<file path="src/design/nbs_pkg.sv">
// Shared types and constants for the nested brace body scanner.
// No dependencies; used by nbs_step, the top level, the scoreboard and the testbench.
package nbs_pkg;

   localparam int CHAR_W       = 21;
   localparam int MAX_NEST_DEF = 255;

   // Character codes the scanner reacts to
   localparam logic [CHAR_W-1:0] CH_NUL    = 21'h00;
   localparam logic [CHAR_W-1:0] CH_NL     = 21'h0A;
   localparam logic [CHAR_W-1:0] CH_DQUOTE = 21'h22;
   localparam logic [CHAR_W-1:0] CH_HASH   = 21'h23;
   localparam logic [CHAR_W-1:0] CH_SQUOTE = 21'h27;
   localparam logic [CHAR_W-1:0] CH_BSLASH = 21'h5C;
   localparam logic [CHAR_W-1:0] CH_LBRACE = 21'h7B;
   localparam logic [CHAR_W-1:0] CH_RBRACE = 21'h7D;

   typedef enum logic [1:0] {
      LEX_NORMAL  = 2'd0,
      LEX_COMMENT = 2'd1,
      LEX_LITERAL = 2'd2,
      LEX_ESCAPE  = 2'd3
   } lex_mode_type;

   // Scan state apart from the nesting depth
   typedef struct packed {
      logic         active;
      lex_mode_type mode;
      logic         quote_single;
      logic         any_consumed;
   } scan_state_type;

   localparam scan_state_type SCAN_IDLE = '{
      active:       1'b0,
      mode:         LEX_NORMAL,
      quote_single: 1'b0,
      any_consumed: 1'b0
   };

   // One result beat
   typedef struct packed {
      logic take_char;
      logic scan_end;
      logic token_found;
      logic nest_overflow;
   } step_result_type;

endpackage

</file>
<file path="src/design/nested_brace_body_scanner.sv">
// An accepted request beat goes through the input register, then the result register, to
// its response beat. Throughput: one character per cycle while the response side does not
// stall, set by the combinational scan state update between the two registers. Reset
// (synchronous) empties both registers and returns the scanner to idle with depth zero.
// Depends on nbs_pkg and nbs_step.
module nested_brace_body_scanner #(
   parameter int MAX_NEST = nbs_pkg::MAX_NEST_DEF
) (
   input  logic                         clock,
   input  logic                         reset,
   input  logic                         req_valid,
   output logic                         req_stall,
   input  logic [nbs_pkg::CHAR_W-1:0]   req_character,
   input  logic                         req_scan_start,
   input  logic                         req_body_wanted,
   output logic                         rsp_valid,
   input  logic                         rsp_stall,
   output logic                         rsp_take_char,
   output logic                         rsp_scan_end,
   output logic                         rsp_token_found,
   output logic                         rsp_nest_overflow
);

   localparam int DEPTH_W = $clog2(MAX_NEST + 1);

   logic                         in_vld_ff, in_vld_in;
   logic [nbs_pkg::CHAR_W-1:0]   in_char_ff;
   logic                         in_start_ff;
   logic                         in_wanted_ff;
   nbs_pkg::scan_state_type      state_ff, state_in;
   logic [DEPTH_W-1:0]           depth_ff, depth_in;
   logic                         out_vld_ff, out_vld_in;
   nbs_pkg::step_result_type     out_res_ff, out_res_in;
   logic                         advance;
   logic                         in_take;

   // Move the held beat into the result register when that register frees up
   assign advance   = in_vld_ff && (!out_vld_ff || !rsp_stall);
   assign req_stall = in_vld_ff && !advance;
   assign in_take   = req_valid && !req_stall;
   assign in_vld_in = in_take || (in_vld_ff && !advance);
   assign out_vld_in = advance || (out_vld_ff && rsp_stall);

   nbs_step #(
      .MAX_NEST(MAX_NEST)
   ) u_step (
      .cur_state  (state_ff),
      .cur_depth  (depth_ff),
      .character  (in_char_ff),
      .scan_start (in_start_ff),
      .body_wanted(in_wanted_ff),
      .nxt_state  (state_in),
      .nxt_depth  (depth_in),
      .result     (out_res_in)
   );

   // Control state
   always_ff @(posedge clock) begin
      if (reset) begin
         in_vld_ff  <= 1'b0;
         out_vld_ff <= 1'b0;
         state_ff   <= nbs_pkg::SCAN_IDLE;
         depth_ff   <= '0;
      end else begin
         in_vld_ff  <= in_vld_in;
         out_vld_ff <= out_vld_in;
         if (advance) begin
            state_ff <= state_in;
            depth_ff <= depth_in;
         end
      end
   end

   // Payload: capture on accept, hold on stall
   always_ff @(posedge clock) begin
      if (in_take) begin
         in_char_ff   <= req_character;
         in_start_ff  <= req_scan_start;
         in_wanted_ff <= req_body_wanted;
      end
      if (advance) begin
         out_res_ff <= out_res_in;
      end
   end

   assign rsp_valid         = out_vld_ff;
   assign rsp_take_char     = out_res_ff.take_char;
   assign rsp_scan_end      = out_res_ff.scan_end;
   assign rsp_token_found   = out_res_ff.token_found;
   assign rsp_nest_overflow = out_res_ff.nest_overflow;

endmodule

</file>
<file path="src/design/nbs_step.sv">
// Combinational step of the scanner: next scan state, depth and result for one character.
// Depends on nbs_pkg.
module nbs_step #(
   parameter int MAX_NEST = nbs_pkg::MAX_NEST_DEF,
   localparam int DEPTH_W = $clog2(MAX_NEST + 1)
) (
   input  nbs_pkg::scan_state_type  cur_state,
   input  logic [DEPTH_W-1:0]       cur_depth,
   input  logic [nbs_pkg::CHAR_W-1:0] character,
   input  logic                     scan_start,
   input  logic                     body_wanted,
   output nbs_pkg::scan_state_type  nxt_state,
   output logic [DEPTH_W-1:0]       nxt_depth,
   output nbs_pkg::step_result_type result
);

   nbs_pkg::scan_state_type eff_state;
   logic [DEPTH_W-1:0]      eff_depth;
   logic                    is_nul;
   logic                    is_nl;
   logic                    is_close_quote;
   logic                    depth_zero;
   logic                    depth_full;

   // Apply scan start and decode the character
   always_comb begin
      eff_state = cur_state;
      eff_depth = cur_depth;
      if (scan_start) begin
         eff_state        = nbs_pkg::SCAN_IDLE;
         eff_state.active = body_wanted;
         eff_depth        = '0;
      end
      is_nul         = (character == nbs_pkg::CH_NUL);
      is_nl          = (character == nbs_pkg::CH_NL);
      is_close_quote = eff_state.quote_single ? (character == nbs_pkg::CH_SQUOTE)
                                              : (character == nbs_pkg::CH_DQUOTE);
      depth_zero     = (eff_depth == '0);
      depth_full     = (eff_depth == DEPTH_W'(MAX_NEST));
   end

   // Next state
   always_comb begin
      nxt_state = eff_state;
      nxt_depth = eff_depth;
      if (eff_state.active) begin
         if (is_nul) begin
            nxt_state = nbs_pkg::SCAN_IDLE;
            nxt_depth = '0;
         end else begin
            case (eff_state.mode)
               nbs_pkg::LEX_COMMENT: begin
                  // newline closes the comment and is taken as plain text
                  if (is_nl) begin
                     nxt_state.mode = nbs_pkg::LEX_NORMAL;
                  end
                  nxt_state.any_consumed = 1'b1;
               end
               nbs_pkg::LEX_LITERAL: begin
                  if (character == nbs_pkg::CH_BSLASH) begin
                     nxt_state.mode = nbs_pkg::LEX_ESCAPE;
                  end else if (is_close_quote) begin
                     nxt_state.mode = nbs_pkg::LEX_NORMAL;
                  end
                  nxt_state.any_consumed = 1'b1;
               end
               nbs_pkg::LEX_ESCAPE: begin
                  nxt_state.mode         = nbs_pkg::LEX_LITERAL;
                  nxt_state.any_consumed = 1'b1;
               end
               default: begin
                  if (character == nbs_pkg::CH_RBRACE && depth_zero) begin
                     nxt_state = nbs_pkg::SCAN_IDLE;
                     nxt_depth = '0;
                  end else begin
                     nxt_state.any_consumed = 1'b1;
                     if (character == nbs_pkg::CH_HASH) begin
                        nxt_state.mode = nbs_pkg::LEX_COMMENT;
                     end else if (character == nbs_pkg::CH_SQUOTE ||
                                  character == nbs_pkg::CH_DQUOTE) begin
                        nxt_state.mode         = nbs_pkg::LEX_LITERAL;
                        nxt_state.quote_single = (character == nbs_pkg::CH_SQUOTE);
                     end else if (character == nbs_pkg::CH_LBRACE) begin
                        // saturate at the bound
                        if (!depth_full) begin
                           nxt_depth = eff_depth + DEPTH_W'(1);
                        end
                     end else if (character == nbs_pkg::CH_RBRACE) begin
                        nxt_depth = eff_depth - DEPTH_W'(1);
                     end
                  end
               end
            endcase
         end
      end
   end

   // Result fields
   always_comb begin
      result = '0;
      if (scan_start && !body_wanted) begin
         result.scan_end = 1'b1;
      end else if (eff_state.active) begin
         if (is_nul) begin
            result.scan_end    = 1'b1;
            result.token_found = eff_state.any_consumed;
         end else begin
            case (eff_state.mode)
               nbs_pkg::LEX_COMMENT,
               nbs_pkg::LEX_LITERAL,
               nbs_pkg::LEX_ESCAPE: begin
                  result.take_char = 1'b1;
               end
               default: begin
                  if (character == nbs_pkg::CH_RBRACE && depth_zero) begin
                     result.scan_end    = 1'b1;
                     result.token_found = eff_state.any_consumed;
                  end else begin
                     result.take_char     = 1'b1;
                     result.nest_overflow = (character == nbs_pkg::CH_LBRACE) && depth_full;
                  end
               end
            endcase
         end
      end
   end

endmodule

</file>
<file path="config.mk">
export PLATFORM = sky130hd
export DESIGN_NAME = nested_brace_body_scanner
export DESIGN_NICKNAME = d
export VERILOG_FILES = /design/src/design/nbs_pkg.sv /design/src/design/nested_brace_body_scanner.sv /design/src/design/nbs_step.sv
export SDC_FILE = /design/constraint.sdc
export NUM_CORES = 1
export LEC_CHECK = 0
export ABC_CLOCK_PERIOD_IN_PS = 2500
export BUFFER_PORTS_ARGS = -buffer_cell sky130_fd_sc_hd__buf_2
export CAP_MARGIN = 30
export CORE_ASPECT_RATIO = 1.2
export CORE_MARGIN = 1
export CORE_UTILIZATION = 40
export CTS_CLUSTER_DIAMETER = 150
export DETAILED_ROUTE_END_ITERATION = 10
export GPL_ROUTABILITY_DRIVEN = 0
export PLACE_DENSITY = 0.59
export RECOVER_POWER = 100
export SLEW_MARGIN = 5
export SYNTH_ARGS = -nofsm -noshare
export SYNTH_HDL_FRONTEND = slang
export SYNTH_SLANG_ARGS = --single-unit
</file>
<file path="constraint.sdc">
create_clock -name clock -period 2.5 [get_ports clock]
set_clock_uncertainty 0.15 [all_clocks]
set_input_delay 0.375 -clock clock [delete_from_list [all_inputs] [get_ports clock]]
set_output_delay 0.375 -clock clock [all_outputs]
set_load 0.02 [all_outputs]
</file>
; ---- Word level (Yosys, flattened, before mapping)
; Index checks and enable logic that the tools add are counted.
[op_classes]
n_bitwise = 1
n_reduce_logical = 22
add_sub_neg = 2
n_eq_ne = 11
mux = 32
[op_table]
columns = cell, count
row1 = $mux W8, 10
row2 = $eq A21 B6 Y1 const B, 3
row3 = $eq A21 B7 Y1 const B, 3
row4 = $eq A21 B4 Y1 const B, 1
row5 = $logic_not A21 Y1, 1
row6 = $mux W5, 3
row7 = $mux W2, 6
row8 = $mux W3, 3
row9 = $add A8 B1 Y8 const B, 1
row10 = $eq A8 B8 Y1 const B, 1
row11 = $logic_not A8 Y1, 1
row12 = $mux W1, 8
row13 = $sub A8 B1 Y8 const B, 1
row14 = $logic_and A1 B1 Y1, 7
row15 = $reduce_or A7 Y1, 1
row16 = $pmux W2 S3, 1
row17 = $reduce_or A3 Y1, 2
row18 = $logic_not A1 Y1, 5
row19 = $eq A2 B2 Y1 const B, 2
row20 = $logic_or A1 B1 Y1, 4
row21 = $mux W4, 1
row22 = $eq A2 B1 Y1 const B, 1
row23 = $reduce_or A2 Y1, 1
row24 = $not A1 Y1, 1
[word_totals]
in_bits = 27
wordCells = 82
regBits = 42
out_inout_bits = 6

; ---- Depth between registers and ports, before layout
; Gate-level depths: netlist (run 1).
[logic_depth]
word_depth = 10
depth_mapped = 9
ltp_nobuf = 8

; ---- Hierarchy
; From an unflattened synthesis (run 1), not the netlist that was laid out.
[unflattened]
cells_unflattened = 271
area_unflattened_um2 = 2587.5
[by_module_without_submodules]
columns = mod, area_per_inst_um2, seq_area_each_um2, instances, cells_each
row1 = nested_brace_body_scanner, 1485.2, 1111.1, 1, 93
row2 = nbs_step, 1102.3, 0.0, 1, 178

; ---- Worst setup path after synthesis (run 1)
; No wires, ideal clock.
[synth_timing]
path_kind = reg2reg
startpoint = register in_char_ff[15] (netlist name)
endpoint = register depth_ff[3]
period_less_slack_ns = 2.715
path_slack_ns = -0.215
required_time_ns = 2.236
path_stages_with_launch = 8
setup_time_ns = 0.114
t_arrival_ns = 2.451
path_buffers = 1
cell_sequence = edfxtp_1 or4_4 or4_4 buf_6 or4_4 a21oi_4 xnor2_1 a21bo_1
[synth_via]
elab_chain_cells = 9
elab_cells_between_ends = 16
cone_classes = 5 x eq/ne / 8 x mux / 3 x reduce/logical
[synth_lines]
columns = element, line_no
row1 = from (decl), nested_brace_body_scanner.sv:27  ; logic [nbs_pkg::CHAR_W-1:0] in_char_ff;
row2 = from (signal assigned), nested_brace_body_scanner.sv:77  ; in_char_ff <= req_character;
row3 = $eq A21 B7 Y1, "nbs_step.sv:72, nbs_step.sv:88"
row4 = $mux W8, nbs_step.sv:88  ; end else if (character == nbs_pkg::CH_RBRACE) begin
row5 = $mux W8, nbs_step.sv:83  ; end else if (character == nbs_pkg::CH_LBRACE) begin
row6 = $mux W8, nbs_step.sv:79  ; end else if (character == nbs_pkg::CH_SQUOTE ||
row7 = $mux W8, nbs_step.sv:77  ; if (character == nbs_pkg::CH_HASH) begin
row8 = $mux W8, nbs_step.sv:72  ; if (character == nbs_pkg::CH_RBRACE && depth_zero) begin
row9 = $mux W8, nbs_step.sv:51  ; case (eff_state.mode)
row10 = $mux W8 *, nbs_step.sv:47  ; if (is_nul) begin
row11 = $mux W8 *, nbs_step.sv:46  ; if (eff_state.active) begin
row12 = to (signal assigned), nested_brace_body_scanner.sv:69  ; depth_ff <= depth_in;
row13 = to (decl), nested_brace_body_scanner.sv:31  ; logic [DEPTH_W-1:0] depth_ff, depth_in;
; Every way passes the cells marked *; elsewhere a longest branch is shown, timed or not.
; A chain may end at the register's enable or synchronous reset.

; ---- Worst setup path in the final report (run 1)
[layout_timing]
startpoint = register in_char_ff[18] (netlist name)
endpoint = register depth_ff[3]
; Same word-level chain as after synthesis.

==> flow_summary.yaml, run 1 <==
sta:
  fin_ws_ns: -0.2171
  post-route-min-period_ns: 2.717
  hold_viol_final: 0
  relSlewSlack_pct: 23.79
  worst_slew_pin_slew_ns: 1.143
  clock.fmax_ghz: 0.3680
  period_share_pct: 108.7
  slew_viol_final: 0
  setup_viol: 13
  rsz0062_at_grt: "yes"
critical_path:
  r2r_end: "depth_ff[3]$_SDFFE_PP0P_"
  crit_fanout: 4
  critPathBufInv: 0
  crit_path_frequent_cell: "or4_4"
  regToRegStartpoint: "in_char_ff[18]$_DFFE_PP_"
  worstPathCellList: "or4_4 > or4_4 > or4_4 > a21oi_4 > xnor2_1 > a21bo_1"
  critPathLaunchType: "flop"
  critPathSlowestCell: "or4_4"
  critical_path.top_delay_family: "simple AND/OR/NAND/NOR gates"
  cp_slowest_stage_delay_ns: 0.59
  r2r_setup_slack_ns: -0.22
  cp.required_ns: 2.55
  ff2ff_path_depth: 6
  path_class: "flop to flop"
  cp.arrival_ns: 2.77
  end_kind: "flop"
  path_depth: 6
  startpoint: "in_char_ff[18]$_DFFE_PP_"
  crit_end: "depth_ff[3]$_SDFFE_PP0P_"
cts:
  worstSkewPairLatency_ns: 0.30
  clock_sinks: 42
  clk_pin_slew_ns: 0.09
  cts_made_buffers: 5
  clk_path_buf_depth: 2
  cts_htree_levels: 2
  root_buffer: "clkbuf_8"
  cts_tree: "built"
floorplan:
  ios: 33
  core_um2: 5781
  initial_utilization_pct: 42.12
  die_area_um2: 6404
  num_rows: 30
  fp.dieW_um: 73.22
  die_h_um: 87.47
route:
  wl_met1_mm: 2.765
  dr_wl_met2_mm: 3.456
  dr.pass1.iters: 5
  vias_per_cell: 5.715
  drc_errors: 0
  highest_layer: "met4"
  ant_nets: 0
  wl_per_cell_um: 15.64
  wl_met3_um: 321
  drt_iter0_markers: 210
  drt-total-wl_mm: 6.696
  vias: 2446
logic_synthesis:
  synth_nets: 290
  synth_top_area_share_pct: 33.30
  synth.top_cells.by_count: "edfxtp_1, nor2_1, nand2_1"
  synth_edf_count: 27
  synth_seq_cells: 42
  synthTopCellsByArea: "edfxtp_1, dfxtp_1, nor2_1"
  yosysSeqAreaShare_pct: 45.63
  async_reset_ff_share_pct: 0
  ys_types: 58
  yosysWarnings: 0
  synth_cells: 261
  yosysTopAreaCell: "edfxtp_1"
  synth_area_per_cell_um2: 9.329
  ys.flop_type: "edfxtp_1"
  syn_area_um2: 2435
layout:
  num_antenna_cells: 0
  nNetsFinal: 376
  fillers: 555
  area_growth_pct: 35.77
  drive_gt1_share_pct: 34.48
global_route:
  grt_pass1_vias: 2201
  overflow: 0
  grt_usage_pct: 21.59
  grt_pass1_wl_mm: 10.52
  antenna_found_initial: 0
  grt_max_degree: 24
placement:
  hpwl_mm: 4.869
  place_ws_ns: -0.2120
  io_buffers: 32
run:
  cap_violations: 0
power:
  p_per_area_nw_per_um2: 422.9
  p_leak_nw: 1.167
  finalPower_mw: 1.398
  peakVddDrop_mv: 0.3135
run_status:
  status: "finished, violations left"
  violations: "setup timing"
worst_hold_path:
  min_path_type: "input port to flop"
-- logic make-up after synthesis --
family | synth area share [%]
and+or+nand+nor | 29.91
AOI/OAI and AO/OA | 18.29
DFF | 45.63
buffers and inverters | 3.289
xor gates and xnor gates | 1.439
adders and majority gates | 1.028
muxes | 0.4111
-- layer usage --
| layer | track usage, % | up-vias |
|---|---|---|
| met5 | 0 | - |
| met4 | 7.665 | 0 |
| met3 | 3.472 | 22 |
| met2 | 38.72 | 98 |
| met1 | 25.69 | 1143 |
| li1 | - | 1183 |
-- layout by cell type, fill, tap and decap left out, types with 4 or more instances in the layout --
cell type,Yosys,layout
a211oi_1,5,4
a21oi_1,17,13
a21oi_2,0,4
a31oi_1,7,6
buf_2,0,26
buf_4,1,53
clkbuf_1,9,9
clkbuf_8,0,6
dfxtp_1,15,15
edfxtp_1,27,27
inv_1,5,5
nand2_1,18,18
nand3_1,13,13
nand3b_1,5,5
nor2_1,27,24
nor2b_1,7,6
nor3_1,12,11
nor4_1,8,5
o211ai_1,5,5
o21ai_0,9,9
or3_1,5,4
or4_4,4,4
-- stage by stage --
stage          hold slack, ns  cells  util, %  instance area, um2  setup TNS, ns
2_1_floorplan          0.2909    261        -                2439        -0.3332
3_3_place_gp           0.3078    415    52.75                3049        -0.8351
3_5_place_dp           0.3165    415    52.75                3049         -1.284
4_1_cts               0.08870    423    55.41                3203        -0.6189
5_1_grt               0.09058    428    57.19                3306         -1.901
6_report              0.09568    428    57.19                3306        -0.9579
-- sequential cells by signal (all words and copies together), names as in the netlist --
signal	count
in_char_ff	21
depth_ff	8
state_ff	5
in_start_ff	1
in_vld_ff	1
in_wanted_ff	1
rsp_nest_overflow	1
rsp_scan_end	1
rsp_take_char	1
rsp_token_found	1
rsp_valid	1
-- layout make-up --
type	count	area [um2]	area share, %
Tap cell	80	100.1	3.028
Clock inverter	2	12.51	0.3785
Timing Repair Buffer	91	595.6	18.02
Sequential cell	42	1111	33.61
Inverter	6	22.52	0.6813
Clock buffer	6	82.58	2.498
Multi-Input combinational cell	201	1381	41.79
-- repair_timing --
item                                    in CTS  in global routing
buffers inserted                             0                  5
pin swaps                                    0                 16
hold buffers                                 0                  0
gates resized for setup                     11                 17
endpoints found under the setup margin      12                 15
-- report_power, final --
part           leakage, nW  internal [mW]  switching (mW)
Sequential           0.383          0.769          0.0155
Clock               0.0472          0.222           0.244
Combinational        0.737         0.0654          0.0813
Total                 1.17           1.06           0.341
-- worst min path at each step --
stage	startpoint	endpoint	slack (ns)	depth (start not counted)
finish	req_character[1]	in_char_ff[1]$_DFFE_PP_	0.1	1
detailed placement	state_ff[1]$_SDFFE_PP0P_	state_ff[1]$_SDFFE_PP0P_	0.32	2
CTS	req_character[1]	in_char_ff[1]$_DFFE_PP_	0.09	1
global route	req_body_wanted	in_wanted_ff$_DFFE_PP_	0.09	1
global placement	in_vld_ff$_SDFF_PP0_	rsp_valid$_SDFF_PP0_	0.31	2
floorplan	state_ff[1]$_SDFFE_PP0P_	state_ff[1]$_SDFFE_PP0P_	0.29	2
No activity file was read; power rests on OpenSTA's default activity.
==> run 2: changes to the inputs <==
--- a/config.mk
+++ b/config.mk
@@ -10,13 +10,14 @@
 export CAP_MARGIN = 30
 export CORE_ASPECT_RATIO = 1.2
 export CORE_MARGIN = 1
-export CORE_UTILIZATION = 40
+export CORE_UTILIZATION = 50
 export CTS_CLUSTER_DIAMETER = 150
 export DETAILED_ROUTE_END_ITERATION = 10
 export GPL_ROUTABILITY_DRIVEN = 0
-export PLACE_DENSITY = 0.59
+export PLACE_DENSITY = 0.72
 export RECOVER_POWER = 100
 export SLEW_MARGIN = 5
 export SYNTH_ARGS = -nofsm -noshare
 export SYNTH_HDL_FRONTEND = slang
 export SYNTH_SLANG_ARGS = --single-unit
+export TNS_END_PERCENT = 10
==> run 2 against run 1 <==
  * The flow still finishes with violations (setup timing)
  * Worst hold slack got worse by 0.0024 ns
  * Critical path depth unchanged
  * Via count decreased by 1.9%
  * Count of clock-buffer cells in the layout unchanged
  * Highest routed layer unchanged
==> flow_summary.yaml, run 2 (synthesis gave the netlist of run 1 again) <==
power:
  p_int_mw: 1.054
  peakVddDrop_mv: 0.3521
  p_leak_nw: 1.110
  p_per_area_nw_per_um2: 441.9
  swShare_pct: 24.15
  pwr-share-comb_pct: 10.2
  clockPowerShare_pct: 33.2
  finalPower_mw: 1.389
  p_switching_mw: 0.3355
  pwr-share-seq_pct: 56.6
cts:
  cts_tree: "built"
  cts_made_buffers: 5
  worstSkewPairLatency_ns: 0.30
  cts_hold_buf: 0
  clk_pin_slew_ns: 0.09
  root_buffer: "clkbuf_8"
  clock_sinks: 42
  cts_htree_levels: 2
  clk_path_buf_depth: 2
sta:
  hold_viol_final: 0
  post-route-min-period_ns: 2.710
  fin_ws_ns: -0.2098
  slew_viol_final: 0
  period_share_pct: 108.4
  clock.fmax_ghz: 0.3690
  setup_viol: 9
  hold_slack_ns: 0.09325
  relSlewSlack_pct: 25.64
  rsz0062_at_grt: "yes"
  worst_slew_pin_slew_ns: 1.115
critical_path:
  r2r_setup_slack_ns: -0.21
  ff2ff_path_depth: 6
  regToRegStartpoint: "in_char_ff[12]$_DFFE_PP_"
  startpoint: "in_char_ff[12]$_DFFE_PP_"
  cp.arrival_ns: 2.77
  crit_path_frequent_cell: "or4_4"
  path_class: "flop to flop"
  critPathLaunchType: "flop"
  critPathSlowestCell: "or4_4"
  critical_path.top_delay_family: "simple AND/OR/NAND/NOR gates"
  end_kind: "flop"
  crit_fanout: 4
  worstPathCellList: "or4_4 > or4_4 > or4_4 > a21oi_4 > xnor2_1 > a21bo_1"
  critPathBufInv: 0
  path_depth: 6
  r2r_end: "depth_ff[3]$_SDFFE_PP0P_"
  cp.required_ns: 2.56
  cp_slowest_stage_delay_ns: 0.57
  crit_end: "depth_ff[3]$_SDFFE_PP0P_"
placement:
  io_buffers: 32
  post_dp_cell_area_um2: 2958
  hpwl_mm: 4.712
layout:
  num_antenna_cells: 0
  regMostFlops: "in_char_ff"
  area_growth_pct: 29.09
  fin_area_um2: 3143
  nNetsFinal: 365
  largest_reg_flops: 21
  drive_gt1_share_pct: 30.86
  top_regs: "in_char_ff: 21 flops, depth_ff: 8 flops, state_ff: 5 flops"
  final_common_cell: "buf_4"
  fillers: 391
  layout_common_cells: "buf_4, edfxtp_1, buf_2, nor2_1, nand2_1"
route:
  dr.pass1.iters: 5
  wl_per_cell_um: 16.12
  vias_per_cell: 6.073
  drt-total-wl_mm: 6.369
  drt_iter0_markers: 154
  drc_errors: 0
  vias: 2399
  ant_nets: 0
global_route:
  grt_pass1_wl_mm: 10.07
  overflow: 0
  grt_usage_pct: 25.96
  antenna_found_initial: 0
  grt_pass1_vias: 2225
  grt_max_degree: 24
run:
  cap_violations: 0
worst_hold_path:
  min_path_type: "input port to flop"
  holdPathStages: 1
run_status:
  violations: "setup timing"
  status: "finished, violations left"
floorplan:
  fp.dieW_um: 65.70
  core_um2: 4628
  die_area_um2: 5154
  initial_utilization_pct: 52.61
  die_h_um: 78.44
  num_rows: 27
  ios: 33
-- run 2: cell types whose count changed in the layout (fill, tap and decap cells not counted), moves of 2 or more --
cell	delta
nor4_4	-2
buf_4	-9
nor4_2	+3
a21oi_2	-3
a21oi_1	+2
clkbuf_1	-2
-- run 2: timing repair --
item                                   4_1_cts  5_1_grt
pin swaps                                    0        3
setup endpoints to repair                   14       16
buffers inserted                             0        2
endpoints found under the hold margin        0        0
gates resized for setup                      5       13
-- run 2: final cells by class --
cell class                      instances  area [um2]  share of cell area (%)
Inverter                                6       22.52                  0.7166
Timing Repair Buffer                   80       516.7                   16.44
Clock inverter                          2       12.51                  0.3981
Tap cell                               58       72.57                   2.309
Multi-Input combinational cell        201        1325                   42.16
Sequential cell                        42        1111                   35.35
Clock buffer                            6       82.58                   2.627
-- run 2: how the worst min path moves through the flow --
| stage | start | end | slack [ns] |
|---|---|---|---|
| after floorplan | state_ff[1]$_SDFFE_PP0P_ | state_ff[1]$_SDFFE_PP0P_ | 0.29 |
| after global placement | state_ff[1]$_SDFFE_PP0P_ | state_ff[1]$_SDFFE_PP0P_ | 0.31 |
| after detailed placement | state_ff[1]$_SDFFE_PP0P_ | state_ff[1]$_SDFFE_PP0P_ | 0.31 |
| after CTS | req_scan_start | in_start_ff$_DFFE_PP_ | 0.09 |
| after global routing | req_character[10] | in_char_ff[10]$_DFFE_PP_ | 0.09 |
| final | req_scan_start | in_start_ff$_DFFE_PP_ | 0.09 |
-- run 2: per-layer routing --
metal / GRT usage, % / vias up / part of all wire, % / routed length [um]
li1: - / 1163 / - / -
met1: 30.33 / 1110 / 40 / 2552
met2: 44.29 / 101 / 51 / 3232
met3: 3.779 / 25 / 5.1 / 322
met4: 14.78 / 0 / 4.1 / 261
met5: 0 / - / 0 / 0
-- run 2: power groups by stage --
stage	clock network [mW]	registers (mW)	logic, mW
after floorplan	0	0.803	0.0638
after global placement	0	0.799	0.132
after detailed placement	0	0.800	0.136
after CTS	0.468	0.785	0.137
after global routing	0.494	0.790	0.153
final	0.461	0.786	0.142
-- run 2: through the flow --
| step | std cells | util (%) | setup TNS, ns | worst slack, ns |
|---|---|---|---|---|
| after floorplan | 261 | - | -0.4255 | -0.2140 |
| after global placement | 385 | 63.91 | -1.041 | -0.1491 |
| after detailed placement | 385 | 63.91 | -1.459 | -0.2003 |
| after CTS | 393 | 66.45 | -1.271 | -0.1890 |
| after global routing | 395 | 67.91 | -1.954 | -0.2682 |
| final | 395 | 67.91 | -0.8956 | -0.2098 |
